[src/hdl/dee_pkg.sv]
// ----------------------------------------------------------------------------
// dee_pkg
// Shared types and constants of the dictionary escape expander.
// ----------------------------------------------------------------------------
`default_nettype none

package dee_pkg;

    // Word store layout: word n, byte p sits at {n, p}
    localparam int WORD_W  = 7;
    localparam int POS_W   = 6;
    localparam int STORE_AW = WORD_W + POS_W;
    localparam int LEN_W   = 7;

    localparam logic [7:0] CH_AT    = 8'h40;
    localparam logic [7:0] CH_COMMA = 8'h2C;
    localparam logic [7:0] CH_GT    = 8'h3E;

    typedef enum logic [1:0] {
        PH_OPEN,
        PH_HEAD,
        PH_BODY,
        PH_ESC
    } t_phase;

    typedef enum logic [1:0] {
        ST_RUN,
        ST_LEN,
        ST_EMIT
    } t_state;

    typedef struct packed {
        logic [7:0] out_byte;
        logic       byte_valid;
        logic       message_done;
        logic       run_last;
    } t_result;

endpackage

`default_nettype wire

[src/hdl/dee_out_buf.sv]
// ----------------------------------------------------------------------------
// dee_out_buf
// One-entry output register; refills in the cycle it drains.
// ----------------------------------------------------------------------------
`default_nettype none

module dee_out_buf
    import dee_pkg::*;
(
    input  wire logic    i_clk,
    input  wire logic    i_rst_n,
    input  wire logic    i_push,
    input  wire t_result i_result,
    output logic         o_can_push,
    output logic         o_valid,
    input  wire logic    i_ready,
    output t_result      o_result
);

    logic    r_valid;
    t_result r_result;

    assign o_can_push = !r_valid || i_ready;
    assign o_valid    = r_valid;
    assign o_result   = r_result;

    always_ff @(posedge i_clk) begin
        if (!i_rst_n) begin
            r_valid <= 1'b0;
        end else if (o_can_push) begin
            r_valid <= i_push;
        end
    end

    // hold payload until taken
    always_ff @(posedge i_clk) begin
        if (o_can_push && i_push) begin
            r_result <= i_result;
        end
    end

endmodule

`default_nettype wire

[config.mk]
export PLATFORM = sky130hd
export DESIGN_NAME = dee_out_buf
export DESIGN_NICKNAME = d
export VERILOG_FILES = /design/src/hdl/dee_pkg.sv /design/src/hdl/dee_out_buf.sv
export SDC_FILE = /design/constraint.sdc
export NUM_CORES = 1
export LEC_CHECK = 0
export BUFFER_PORTS_ARGS = -buffer_cell sky130_fd_sc_hd__buf_2
export CAP_MARGIN = 5
export CORE_AREA = 2 2 39 41
export CTS_BUF_LIST = sky130_fd_sc_hd__clkbuf_2 sky130_fd_sc_hd__clkbuf_4 sky130_fd_sc_hd__clkbuf_8
export DETAILED_ROUTE_END_ITERATION = 7
export DIE_AREA = 0 0 41 43
export SYNTH_ARGS = -nofsm -noshare
export SYNTH_HDL_FRONTEND = slang
export SYNTH_SLANG_ARGS = --single-unit
[constraint.sdc]
create_clock -name i_clk -period 1.1 [get_ports i_clk]
set_clock_uncertainty 0.1 [all_clocks]
set_input_delay 0.11 -clock i_clk [delete_from_list [all_inputs] [get_ports i_clk]]
set_output_delay 0.11 -clock i_clk [all_outputs]
set_load 0.02 [all_outputs]
==> flow_summary_export.csv, run 1 <==
group,metric,value,unit
grt,grt_use_met2,0.141,
floorplanning,die_h,43,microns
critical_path,worstPathRequired,0.97,ns
sta,fin_crit_sh,0.979,
critical_path,cp-start-kind,"input port",
floorplanning,ios,28,
final_layout,fin_util,0.519,
clock_tree,cts.repair.resized,0,
yosys,postSynthCellCount,16,
power_and_ir_drop,internal_power,0.000805,W
power_and_ir_drop,p_clk_frac,0.327,
final_layout,area_growth,85.2,%
grt,grt_antenna_before_repair,0,
sta,relSlewSlack,0.916,
power_and_ir_drop,netSwitchingFraction,0.205,
critical_path,timing.rr.end,"o_result[5]$_DFFE_PP_",
grt,use_met1,0.100,
clock_tree,post_cts_buffers,0,
final_layout,most-common-layout-cells,"27 x buf_2, 13 x dlygate4sd3_1, 11 x edfxtp_1, 3 x clkbuf_4",
sta,slew_violations,0,
clock_tree,clock_path_buffers,2,
sta,setup_viol,0,
sta,finalCriticalPeriod,1.08,ns
critical_path,crit_path_max_fanout,5,
critical_path,arrival,0.95,ns
sta,tns,0,ns
yosys,syn_avg_cell_area,24.2,sq um
routing,drc,0,
job,drv_cap,0,
yosys,syn_nets,31,
floorplanning,core,1380,sq um
routing,num_vias,298,
routing,drtIter0Drc,1,
critical_path,reg2reg_slack,0.08,ns
critical_path,endpoint_kind,"register",
power_and_ir_drop,powerDensity,1410,nW/um^2
hold_path,hold_class,"in -> reg",
power_and_ir_drop,worst_ir_drop_vdd,642,uV
grt,track_usage,0.0923,
routing,wl,782,microns
sta,tightest_slew,0.127,ns
final_layout,final_nets,77,
power_and_ir_drop,power_frac_comb,0.143,
final_layout,antenna_cells,0,
yosys,yosysTopAreaCellShare,0.852,
sta,rsz0062_at_grt,"no",
clock_tree,clk_latency,0.26,ns
power_and_ir_drop,leakage,0.320,nW
final_layout,finalNonFillerCells,77,
grt,grt_pass1_wl,1040,microns
final_layout,final_common_cell,"buf_2",
floorplanning,rows,14,
critical_path,rr_worst_depth,2,
floorplanning,start_util,0.280,
routing,vias_per_cell,3.87,
grt,grt_pass1_vias,276,
yosys,synth.ff_latch_count,12,
yosys,yosys-top-cells-area,"edfxtp_1 85%, dfxtp_1 5.2%, nand2b_4 3.5%",
placement,placed_cells,59,
placement,port_buffers,27,
run_status,run_status,"complete, no violations",
hold_path,hold_end,"o_valid$_SDFFE_PN0P_",
final_layout,num-fill-cells,131,
final_layout,multiInputGateArea,41.3,sq um
grt,globalRouteOverflowTotal,0,
sta,clock.fmax,929,MHz
routing,first_pass_iters,2,
power_and_ir_drop,switchingPower,0.000207,W
grt,use_met3,0.0366,
yosys,synth.distinct_cells,6,
power_and_ir_drop,pwr-share-seq,0.530,
routing,ant_nets,0,
clock_tree,clockRootBuffer,"clkbuf_4",
sta,finalHoldViolCount,0,
clock_tree,path_clk_slew,0.07,ns
power_and_ir_drop,fin_total_pwr,0.00101,W
grt,grt_max_degree,12,
placement,gp_congestion,0.567,
placement,placed_cell_area,544,sq um
critical_path,rr_startpoint,"o_valid$_SDFFE_PN0P_",
final_layout,drive_gt1_frac,0.590,
yosys,yosysTopAreaCell,"edfxtp_1",
hold_path,hp-start,"i_ready",
clock_tree,cts_buffers,3,
grt,grt_most_used_layer,"met2",
critical_path,worstSetupPathType,"in -> reg",
floorplanning,die_x,41,microns
hold_path,min_delay_path_depth,3,
final_layout,post-route-cell-area,718,sq um
yosys,syn_area,388,sq um
clock_tree,clock_sinks,12,
final_layout,register_area,352,sq um
yosys,yosysSeqAreaShare,0.903,
routing,routedWlPerCell,10.2,microns
floorplanning,dieArea,1760,sq um
clock_tree,tritoncts,"yes",
yosys,ys_warn_count,0,
clock_tree,h-tree-depth,1,
## sequential cells by signal, summed over array words and instances (netlist names)
name and cells:
o_valid 1, o_result 11
## cells by family (layout without fill, tap and decap cells)
group                  after synthesis  count (layout)  share of synthesized area
flip-flops                          12              12                      0.903
AND/OR/NAND/NOR                      2               3                     0.0581
AO/OA/AOI/OAI                        1               1                     0.0290
buffers and inverters                1              45                    0.00967
## cells in the mapped netlist
cell,number
nand2b_4,1
dfxtp_1,1
and2_4,1
edfxtp_1,11
a21boi_2,1
inv_1,1
## power by group through the flow
stage	Clock (W)	Sequential, W	Combinational, W
floorplan	0	0.000582	0.0000203
global placement	0	0.000547	0.000106
detailed placement	0	0.000547	0.000107
CTS	0.000342	0.000537	0.000142
global route	0.000364	0.000538	0.000157
finish	0.000331	0.000536	0.000145
## worst max-delay path by stage
| stage | from | end | slack [ns] | cells after the start |
|---|---|---|---|---|
| after floorplan | o_valid$_SDFFE_PN0P_ | o_result[0]$_DFFE_PP_ | 0.01 | 2 |
| after detailed placement | o_valid$_SDFFE_PN0P_ | o_result[8]$_DFFE_PP_ | 0.07 | 2 |
| after global routing | i_push | o_result[1]$_DFFE_PP_ | 0.009 | 3 |
| final | i_push | o_result[5]$_DFFE_PP_ | 0.02 | 3 |
| after global placement | o_valid$_SDFFE_PN0P_ | o_result[4]$_DFFE_PP_ | 0.09 | 2 |
| after CTS | i_push | o_result[8]$_DFFE_PP_ | 0.02 | 3 |
## worst max-delay path, cell delays in order
cell           delay [ns]
dlygate4sd3_1        0.52
buf_2                0.12
and2_2               0.20
## final cells by class
cell class | instances | share of cell area
clock buffers | 4 | 0.0505
inverters | 1 | 0.00523
multi-input cells | 4 | 0.0575
flip-flops and latches | 12 | 0.490
well taps | 16 | 0.0279
repair buffers | 40 | 0.369
## routing by layer
metal  part of all wire  vias up  wire length, microns
met2               0.45       25                   348
met4                  0        0                     0
met3               0.16        0                   128
li1                   -      152                     -
met1               0.39      121                   305
met5                  0        -                     0
## timing repair
| item | in CTS | in global routing |
|---|---|---|
| hold endpoints to repair | 12 | 0 |
| hold buffers | 13 | 0 |
| endpoints found under the setup margin | 0 | 11 |
## stage by stage
stage          worst slack, ns  hold WS [ns]
6_report                0.0232        0.0344
3_3_place_gp            0.0923         0.193
3_5_place_dp            0.0749         0.190
4_1_cts                 0.0220        0.0151
5_1_grt                0.00885        0.0439
2_1_floorplan           0.0130         0.109
Note: power is estimated with default switching activity, not from simulation.
==> run 2: changes to the inputs <==
--- a/config.mk
+++ b/config.mk
@@ -5,12 +5,13 @@
 export SDC_FILE = /design/constraint.sdc
 export NUM_CORES = 1
 export LEC_CHECK = 0
-export BUFFER_PORTS_ARGS = -buffer_cell sky130_fd_sc_hd__buf_2
+export BUFFER_PORTS_ARGS = -buffer_cell sky130_fd_sc_hd__buf_4
 export CAP_MARGIN = 5
 export CORE_AREA = 2 2 39 41
 export CTS_BUF_LIST = sky130_fd_sc_hd__clkbuf_2 sky130_fd_sc_hd__clkbuf_4 sky130_fd_sc_hd__clkbuf_8
 export DETAILED_ROUTE_END_ITERATION = 7
 export DIE_AREA = 0 0 41 43
+export SKIP_CTS_REPAIR_TIMING = 1
 export SYNTH_ARGS = -nofsm -noshare
 export SYNTH_HDL_FRONTEND = slang
 export SYNTH_SLANG_ARGS = --single-unit
==> run 2 against run 1 <==
Against the previous run:
- sequential cell count unchanged
- die area unchanged
- register-to-register slack lost 0.02 ns
- global-route usage decreased by 0.18 points
- critical endpoint is now o_can_push
==> flow_summary_export.csv, run 2 (same netlist as run 1, synthesis figures left out) <==
group,metric,value,unit
sta,tns,0,ns
power_and_ir_drop,switchingPower,0.000210,W
final_layout,drive_gt1_frac,0.583,
critical_path,max_stage_delay,0.35,ns
floorplanning,ios,28,
floorplanning,start_util,0.280,
critical_path,endpoint_kind,"output port",
critical_path,worst-path-buf-inv,1,
routing,drtIter0Drc,1,
placement,gp_congestion,0.586,
sta,rsz0062_at_grt,"no",
floorplanning,die_x,41,microns
hold_path,hold_class,"in -> reg",
critical_path,path_cells,"nand2b_4 -> buf_4",
critical_path,rr_startpoint,"o_valid$_SDFFE_PN0P_",
power_and_ir_drop,power_frac_comb,0.171,
routing,vias_per_cell,3.93,
power_and_ir_drop,netSwitchingFraction,0.209,
sta,finalHoldViolCount,0,
placement,placed_cells,59,
critical_path,cp-endpoint,"o_can_push",
sta,clock.fmax,965,MHz
job,drv_cap,0,
sta,finalWorstSetupSlack,0.0636,ns
floorplanning,rows,14,
clock_tree,clock_sinks,12,
clock_tree,clockRootBuffer,"clkbuf_4",
final_layout,area_growth,99.0,%
grt,globalRouteOverflowTotal,0,
critical_path,timing.rr.end,"o_result[8]$_DFFE_PP_",
routing,wl,871,microns
floorplanning,dieArea,1760,sq um
grt,grt_pass1_vias,250,
critical_path,arrival,0.83,ns
clock_tree,clk_latency,0.26,ns
critical_path,worstPathRequired,0.89,ns
grt,grt_antenna_before_repair,0,
routing,drc,0,
grt,grt_max_degree,12,
run_status,run_status,"complete, no violations",
sta,finalCriticalPeriod,1.04,ns
final_layout,largest_reg_flops,11,
clock_tree,h-tree-depth,1,
routing,first_pass_iters,2,
power_and_ir_drop,internal_power,0.000796,W
critical_path,crit_path_max_fanout,3,
grt,track_usage,0.0905,
placement,port_buffers,27,
sta,tightest_slew,0.151,ns
floorplanning,die_h,43,microns
critical_path,reg2reg_slack,0.06,ns
critical_path,cp_top_family,"flip-flops",
final_layout,final_common_cell,"buf_4",
clock_tree,path_clk_slew,0.06,ns
critical_path,cp-startpoint,"o_valid$_SDFFE_PN0P_",
floorplanning,core,1380,sq um
routing,num_vias,299,
grt,grt_pass1_wl,1030,microns
final_layout,most-common-layout-cells,"27 x buf_4, 13 x dlygate4sd3_1, 11 x edfxtp_1, 4 x clkbuf_4",
placement,pre_cts_slack,0.0650,ns
sta,slew_violations,0,
power_and_ir_drop,powerDensity,1300,nW/um^2
clock_tree,tritoncts,"yes",
final_layout,antenna_cells,0,
power_and_ir_drop,pwr-share-seq,0.535,
clock_tree,clock_path_buffers,2,
power_and_ir_drop,leakage,0.338,nW
critical_path,worstSetupPathType,"reg -> out",
critical_path,critical-path-slowest-cell,"dfxtp_2",
routing,ant_nets,0,
routing,routedWlPerCell,11.5,microns
clock_tree,cts_buffers,3,
critical_path,rr_worst_depth,2,
final_layout,final_nets,76,
critical_path,cp-start-kind,"register",
power_and_ir_drop,p_clk_frac,0.293,
power_and_ir_drop,worst_ir_drop_vdd,597,uV
sta,relSlewSlack,0.899,
critical_path,worst-path-stages,2,
final_layout,finalNonFillerCells,76,
final_layout,num-fill-cells,119,
sta,setup_viol,0,
sta,fin_crit_sh,0.942,
run 2: cell types whose count changed in the layout (fill, tap and decap cells not counted):
cell and change:
and2_2 -1, clkbuf_4 +1, clkbuf_8 -1, buf_4 +27
buf_2 -27
run 2: metrics by stage:
| stage | area [sq um] | utilization | hold slack, ns | power [W] |
|---|---|---|---|---|
| after global routing | 772 | 0.558 | 0.0402 | 0.00105 |
| after floorplan | 389 | - | 0.109 | 0.000603 |
| final | 772 | 0.558 | 0.0438 | 0.00101 |
| after CTS | 642 | 0.464 | -0.0836 | 0.000976 |
| after detailed placement | 612 | 0.442 | 0.191 | 0.000687 |
| after global placement | 612 | 0.442 | 0.191 | 0.000682 |
run 2: final cells by class:
type | count | area (sq um) | area share
Sequential cell | 12 | 352 | 0.455
Inverter | 1 | 3.75 | 0.00486
Clock buffer | 4 | 30.0 | 0.0389
Tap cell | 16 | 20.0 | 0.0259
Timing Repair Buffer | 40 | 333 | 0.431
Multi-Input combinational cell | 3 | 33.8 | 0.0438
run 2: worst reg2reg max path, cell delays in order (launching register included):
cell and delay, ns:
dfxtp_2 0.33, nand2b_4 0.08, and2_4 0.23
run 2: per-layer routing:
layer | up-vias | GRT usage | part of all wire
met5 | - | 0 | 0
met4 | 0 | 0.0400 | 0
met3 | 0 | 0.0314 | 0.13
met2 | 25 | 0.131 | 0.45
met1 | 127 | 0.118 | 0.41
li1 | 147 | - | -
run 2: worst min path at each step:
stage	startpoint	to	slack, ns	cells after the start
floorplan	i_result[0]	o_result[0]$_DFFE_PP_	0.11	0
global placement	i_result[4]	o_result[4]$_DFFE_PP_	0.19	1
detailed placement	i_result[5]	o_result[5]$_DFFE_PP_	0.19	1
CTS	i_result[4]	o_result[4]$_DFFE_PP_	-0.08	1
global route	i_ready	o_valid$_SDFFE_PN0P_	0.04	3
finish	i_ready	o_valid$_SDFFE_PN0P_	0.04	3
run 2: power groups by stage:
stage / sequential, W / clock (W) / combinational, W
after floorplan: 0.000582 / 0 / 0.0000203
after global placement: 0.000547 / 0 / 0.000134
after detailed placement: 0.000549 / 0 / 0.000138
after CTS: 0.000539 / 0.000299 / 0.000138
after global routing: 0.000540 / 0.000329 / 0.000185
final: 0.000538 / 0.000295 / 0.000172
